===== src/sv/spk_pkg.sv =====
`timescale 1ns / 1ps
`default_nettype none
// ----------------------------------------------------------------------------
// spk_pkg
// Shared types, constants and round functions of the Speck32/64 unit.
// ----------------------------------------------------------------------------
package spk_pkg;

  localparam int unsigned MAX_ROUND_COUNT = 32;
  localparam int unsigned WORD_W          = 16;
  localparam int unsigned BLOCK_W         = 2 * WORD_W;
  localparam int unsigned KEY_W           = 4 * WORD_W;
  localparam int unsigned RC_W            = 6;
  // round and step counters hold values up to 127
  localparam int unsigned CNT_W           = 7;
  localparam int unsigned ROT_A           = 7;
  localparam int unsigned ROT_B           = 2;

  localparam logic [RC_W-1:0] RC_RESET = RC_W'(22);

  localparam logic CMD_ENCRYPT = 1'b0;
  localparam logic CMD_DECRYPT = 1'b1;

  // key word rewritten by the first schedule step
  localparam logic [1:0] SLOT_FIRST = 2'd2;

  typedef struct packed {
    logic                   cmd;
    logic [WORD_W-1:0]      l;
    logic [WORD_W-1:0]      r;
    logic [2:0][WORD_W-1:0] kw;
    logic [WORD_W-1:0]      sk;      // round key of the current round
    logic [CNT_W-1:0]       cnt;     // schedule steps done
    logic [1:0]             slot;    // key word of the next forward step
    logic [CNT_W-1:0]       rounds;
  } spk_state_t;

  function automatic logic [WORD_W-1:0] rotr(input logic [WORD_W-1:0] v, input int unsigned s);
    return (v >> s) | (v << (WORD_W - s));
  endfunction

  function automatic logic [WORD_W-1:0] rotl(input logic [WORD_W-1:0] v, input int unsigned s);
    return (v << s) | (v >> (WORD_W - s));
  endfunction

  // {l, r} in, {l, r} out
  function automatic logic [BLOCK_W-1:0] fwd_round(input logic [BLOCK_W-1:0] lr,
                                                   input logic [WORD_W-1:0]  k);
    logic [WORD_W-1:0] nl;
    logic [WORD_W-1:0] nr;
    nl = (rotr(lr[BLOCK_W-1:WORD_W], ROT_A) + lr[WORD_W-1:0]) ^ k;
    nr = rotl(lr[WORD_W-1:0], ROT_B) ^ nl;
    return {nl, nr};
  endfunction

  function automatic logic [BLOCK_W-1:0] inv_round(input logic [BLOCK_W-1:0] lr,
                                                   input logic [WORD_W-1:0]  k);
    logic [WORD_W-1:0] pl;
    logic [WORD_W-1:0] pr;
    pr = rotr(lr[WORD_W-1:0] ^ lr[BLOCK_W-1:WORD_W], ROT_B);
    pl = rotl((lr[BLOCK_W-1:WORD_W] ^ k) - pr, ROT_A);
    return {pl, pr};
  endfunction

  function automatic logic [1:0] slot_dec(input logic [1:0] s);
    return (s == 2'd0) ? 2'd2 : s - 2'd1;
  endfunction

  function automatic logic [1:0] slot_inc(input logic [1:0] s);
    return (s == 2'd2) ? 2'd0 : s + 2'd1;
  endfunction

  function automatic logic [WORD_W-1:0] get_word(input logic [2:0][WORD_W-1:0] kw,
                                                 input logic [1:0]             s);
    logic [WORD_W-1:0] w;
    unique case (s)
      2'd0:    w = kw[0];
      2'd1:    w = kw[1];
      default: w = kw[2];
    endcase
    return w;
  endfunction

  function automatic logic [2:0][WORD_W-1:0] set_word(input logic [2:0][WORD_W-1:0] kw,
                                                      input logic [1:0]             s,
                                                      input logic [WORD_W-1:0]      w);
    logic [2:0][WORD_W-1:0] res;
    res = kw;
    unique case (s)
      2'd0:    res[0] = w;
      2'd1:    res[1] = w;
      default: res[2] = w;
    endcase
    return res;
  endfunction

endpackage
`default_nettype wire


===== src/sv/spk_stage.sv =====
`timescale 1ns / 1ps
`default_nettype none
// ----------------------------------------------------------------------------
// spk_stage
// One registered pipeline stage: either a forward key-schedule step used to
// prepare decryption, or one cipher round with its key-schedule step.
// ----------------------------------------------------------------------------
module spk_stage #(
  parameter int unsigned STAGE_IDX = 0,
  parameter bit          KEY_ONLY  = 1'b0
) (
  input  wire logic               clk_i,
  input  wire logic               rst_ni,
  input  wire logic               valid_i,
  input  wire spk_pkg::spk_state_t state_i,
  output logic                    valid_o,
  output spk_pkg::spk_state_t     state_o
);

  localparam logic [spk_pkg::CNT_W-1:0] STAGE    = spk_pkg::CNT_W'(STAGE_IDX);
  localparam logic [spk_pkg::CNT_W-1:0] STAGE_P1 = spk_pkg::CNT_W'(STAGE_IDX + 1);

  logic                valid_q;
  spk_pkg::spk_state_t state_d;
  spk_pkg::spk_state_t state_q;

  always_comb begin
    logic [spk_pkg::WORD_W-1:0]  w;
    logic [spk_pkg::BLOCK_W-1:0] res;
    logic [1:0]                  us;
    state_d = state_i;
    w       = spk_pkg::get_word(state_i.kw, state_i.slot);
    us      = spk_pkg::slot_inc(state_i.slot);
    res     = '0;
    if (KEY_ONLY) begin
      // decryption runs the schedule forward to its last round key first
      if (state_i.cmd == spk_pkg::CMD_DECRYPT && state_i.rounds > STAGE_P1) begin
        res           = spk_pkg::fwd_round({w, state_i.sk}, spk_pkg::WORD_W'(state_i.cnt));
        state_d.kw    = spk_pkg::set_word(state_i.kw, state_i.slot,
                                          res[spk_pkg::BLOCK_W-1:spk_pkg::WORD_W]);
        state_d.sk    = res[spk_pkg::WORD_W-1:0];
        state_d.cnt   = state_i.cnt + 1'b1;
        state_d.slot  = spk_pkg::slot_dec(state_i.slot);
      end
    end else if (state_i.rounds > STAGE) begin
      if (state_i.cmd == spk_pkg::CMD_ENCRYPT) begin
        {state_d.l, state_d.r} = spk_pkg::fwd_round({state_i.l, state_i.r}, state_i.sk);
        res          = spk_pkg::fwd_round({w, state_i.sk}, spk_pkg::WORD_W'(state_i.cnt));
        state_d.kw   = spk_pkg::set_word(state_i.kw, state_i.slot,
                                         res[spk_pkg::BLOCK_W-1:spk_pkg::WORD_W]);
        state_d.sk   = res[spk_pkg::WORD_W-1:0];
        state_d.cnt  = state_i.cnt + 1'b1;
        state_d.slot = spk_pkg::slot_dec(state_i.slot);
      end else begin
        {state_d.l, state_d.r} = spk_pkg::inv_round({state_i.l, state_i.r}, state_i.sk);
        // undo the previous schedule step to recover the next lower round key
        if (state_i.rounds > STAGE_P1) begin
          res          = spk_pkg::inv_round({spk_pkg::get_word(state_i.kw, us), state_i.sk},
                                            spk_pkg::WORD_W'(state_i.cnt - 1'b1));
          state_d.kw   = spk_pkg::set_word(state_i.kw, us,
                                           res[spk_pkg::BLOCK_W-1:spk_pkg::WORD_W]);
          state_d.sk   = res[spk_pkg::WORD_W-1:0];
          state_d.cnt  = state_i.cnt - 1'b1;
          state_d.slot = us;
        end
      end
    end
  end

  always_ff @(posedge clk_i or negedge rst_ni) begin
    if (!rst_ni) begin
      valid_q <= 1'b0;
    end else begin
      valid_q <= valid_i;
    end
  end

  always_ff @(posedge clk_i) begin
    state_q <= state_d;
  end

  assign valid_o = valid_q;
  assign state_o = state_q;

endmodule
`default_nettype wire


===== config.mk =====
export PLATFORM = sky130hd
export DESIGN_NAME = spk_stage
export DESIGN_NICKNAME = d
export VERILOG_FILES = /design/src/sv/spk_pkg.sv /design/src/sv/spk_stage.sv
export SDC_FILE = /design/constraint.sdc
export NUM_CORES = 1
export LEC_CHECK = 0
export BUFFER_PORTS_ARGS = -buffer_cell sky130_fd_sc_hd__buf_2
export CAP_MARGIN = 20
export CORE_ASPECT_RATIO = 0.7
export CORE_MARGIN = 2
export CORE_UTILIZATION = 31
export DETAILED_ROUTE_END_ITERATION = 7
export PLACE_DENSITY = 0.53
export SETUP_SLACK_MARGIN = 0.4
export SLEW_MARGIN = 20
export SYNTH_ARGS = -nofsm -noshare
export SYNTH_HDL_FRONTEND = slang
export SYNTH_SLANG_ARGS = --single-unit
export TNS_END_PERCENT = 30

===== constraint.sdc =====
create_clock -name clk_i -period 0.8 [get_ports clk_i]
set_clock_uncertainty 0.2 [all_clocks]
set_input_delay 0 -clock clk_i [delete_from_list [all_inputs] [get_ports clk_i]]
set_output_delay 0 -clock clk_i [all_outputs]
set_load 0.01 [all_outputs]

==> impl_metrics.toml <==
[power_and_ir_drop]
power_frac_clock_pct = 20.2
p_leak_nw = 8.39
p_seq_share_pct = 19.5
power_mw = 38.0
switching_share_pct = 39.7
powerDensity_nw_per_um2 = 2020
pwr-share-comb_pct = 60.3
internal-power_mw = 23.0
peakVddDrop_mv = 1.37
power_switching_mw = 15.1

[floorplanning]
die_w_um = 215
dieArea_sq_um = 32600
core_sq_um = 30900
initial_core_util_pct = 31.2
die_h_um = 152
ioPinCount = 230
num_rows = 54

[setup_path]
worstSetupStartpoint = "state_i[8]"
cp_top_family = "compound AO/OA/AOI/OAI gates"
critPathKind = "primary input to register"
critical_path_cell_count = 18
crit_arrival_ns = 3.08
cp_common_cell = "o21ai_2"
crit_end = "state_o[37]"
crit_path_cell_trace = "buf_12 > inv_12 > ha_4 > buf_6 > a22oi_2 > o21ai_2 > xnor2_1 > ha_2 > inv_2 > fa_2 > a21oi_4 > o21ai_2 > a21oi_2 > nor2_1 > o211ai_1 > mux2i_1 > nand2_1 > o2111ai_2"
cp_slowest_cell = "fa_2"
slowest_delay_ns = 0.41
path_buf_inv = 4
critPathCaptureType = "register"
critPathMaxFanout = 5
cp_data_required_time_ns = 0.95
cp-start-kind = "primary input"

[layout]
layout-drive-gt1-share_pct = 59.3
layout.nets = 2128
n_fill_cell = 2706
area_delta_synth_final_pct = 94.9
ff_latch_area_sq_um = 2350
multiInputGateArea_sq_um = 9260
layout_commonest_cell = "buf_4"
fin_util_pct = 60.9
final_area_sq_um = 18800
final_cell_mix = "buf_4 (438), buf_2 (162), nand2_1 (113)"

[route]
num_vias = 12700
drc = 0
drt_wl_total_um = 54100
drt.antenna.violating_nets = 0
viasPerCell = 5.34
dr.pass1.iters = 6
drtIter0Drc = 1481
post_drt_wl_per_cell_um = 22.8

[timing]
period_needed_ns = 2.93
holdWs_ns = -0.892
maxSlewViolCount = 0
max_slew.worst_pin.slew_ns = 0.752
finalSetupViolCount = 219
finalHoldViolCount = 110
fin_crit_sh_pct = 366
rsz0062_at_grt = "true"
finalSetupTns_ns = -186.44
max_freq_ghz = 0.341
worst_slack_ns = -2.13
maxSlewHeadroom_pct = 49.4

[synth]
synth_area_per_cell_sq_um = 7.69
ys_seq_elements = 114
yosysWarnings = 0
ys_async_sr_fraction_pct = 0.877
syn-num-nets = 1444
synth_cell_types = 69
syn_area_sq_um = 9670
synth_top_cell_area_share_pct = 23.4
yosysTopAreaCell = "dfxtp_1"
synth_edf_count = 0
synth-seq-area-share_pct = 23.7
netlist_top_cells_area = "dfxtp_1 (23%), xnor2_1 (11%), ha_1 (8.7%)"
yosys_most_used_dff = "dfxtp_1"
syn_inst = 1257

[grt]
track_usage_pct = 31.9
grt_pass1_vias = 12000
overflow = 0
antenna_found_initial = 2
grt_pass1_wl_um = 75900
grt_max_degree = 41

[placement]
dpl.hpwl_um = 42400
port_buffers = 229
place_ws_ns = -2.74
placedInstanceArea_sq_um = 14900
gp_congestion = 0.988

[outcome]
violations = "negative hold slack, negative setup slack"
run_status = "finished, violations left"

[clock_tree]
clock-root-buffer = "clkbuf_16"
cts_buffer_depth = 2
htree_levels = 4
clock_sinks = 114
cts_tree = "done"
numCtsBuffers = 17
path_clk_slew_ns = 0.06

[worst_hold_path]
hold_path_class = "primary input to asynchronous set/reset pin"

[flow_run]
max_cap_viol_count = 0
-- worst min path at each step --
stage	startpoint	cells after the start	end	slack (ns)
2_1_floorplan	rst_ni	0	valid_o	-0.50
3_3_place_gp	rst_ni	1	valid_o	-0.43
3_5_place_dp	rst_ni	1	valid_o	-0.42
4_1_cts	rst_ni	1	valid_o	-0.91
5_1_grt	rst_ni	1	valid_o	-0.90
6_report	rst_ni	1	valid_o	-0.89
-- state kept, by name, summed over array words and instances, names as in the netlist --
name,count
valid_o,1
state_o,113
-- cell families (layout without fill, tap and decap cells) --
kind of cell | Yosys count | in the layout | synth area share (%)
mux | 21 | 21 | 2.25
flops | 114 | 114 | 23.7
buf+inv | 107 | 804 | 4.87
other cells | 0 | 1 | 0
simple gates | 337 | 337 | 15.1
compound gates | 426 | 426 | 27.9
xor+xnor | 181 | 181 | 16.8
fa+ha+maj | 71 | 71 | 9.50
-- power groups by stage --
| stage | sequential [mW] | clock [mW] | combinational [mW] |
|---|---|---|---|
| after global routing | 7.52 | 8.01 | 24.1 |
| after global placement | 7.31 | 0 | 17.2 |
| after detailed placement | 7.30 | 0 | 17.2 |
| final | 7.43 | 7.69 | 22.9 |
| after floorplan | 7.86 | 0 | 7.69 |
| after CTS | 7.20 | 7.82 | 20.2 |
-- cell type report --
| class | instances | area share [%] |
|---|---|---|
| Timing Repair Buffer | 747 | 31.9 |
| Inverter | 25 | 0.618 |
| Multi-Input combinational cell | 1036 | 49.1 |
| Sequential cell | 114 | 12.5 |
| Clock buffer | 20 | 2.32 |
| Antenna cell | 1 | 0.0133 |
| Tap cell | 420 | 2.79 |
| Clock inverter | 12 | 0.717 |
-- per-stage QoR --
| stage | std cells | hold WS [ns] |
|---|---|---|
| 6_report | 2375 | -0.892 |
| 3_5_place_dp | 2281 | -0.422 |
| 4_1_cts | 2359 | -0.910 |
| 2_1_floorplan | 1257 | -0.496 |
| 5_1_grt | 2375 | -0.904 |
| 3_3_place_gp | 2281 | -0.426 |
-- synth_stat cells (5+ instances only) --
master,count
o31ai_1,9
o221a_1,5
and3_1,7
ha_1,67
inv_1,24
nor2_1,108
buf_1,11
a21o_1,18
nor3_1,17
xnor2_1,116
nor2b_1,7
a22oi_1,36
nand2b_1,8
xor2_1,63
buf_6,6
dfxtp_1,113
a211oi_1,17
o21ai_1,61
and2_1,5
a221o_1,9
o21a_1,11
o21ai_0,39
clkbuf_1,60
a221oi_1,6
nand3_1,11
mux2_2,5
mux2i_1,15
a21oi_1,129
nand2_1,148
o221ai_1,9
o22ai_1,21
o211ai_1,14
a31oi_1,16
-- per-layer routing --
layer	wire length, um	GRT usage [%]
met5	0	0
met1	24800	46.2
met3	6540	12.1
met4	849	7.59
met2	21900	43.9
-- repair_timing --
action,4_1_cts,5_1_grt
endpoints found under the setup margin,219,219
pin swaps,146,115
resized for setup,313,257
buffers inserted,43,15
hold endpoints to repair,113,108
cloned,3,0
Note: power is estimated with default switching activity, not from simulation.
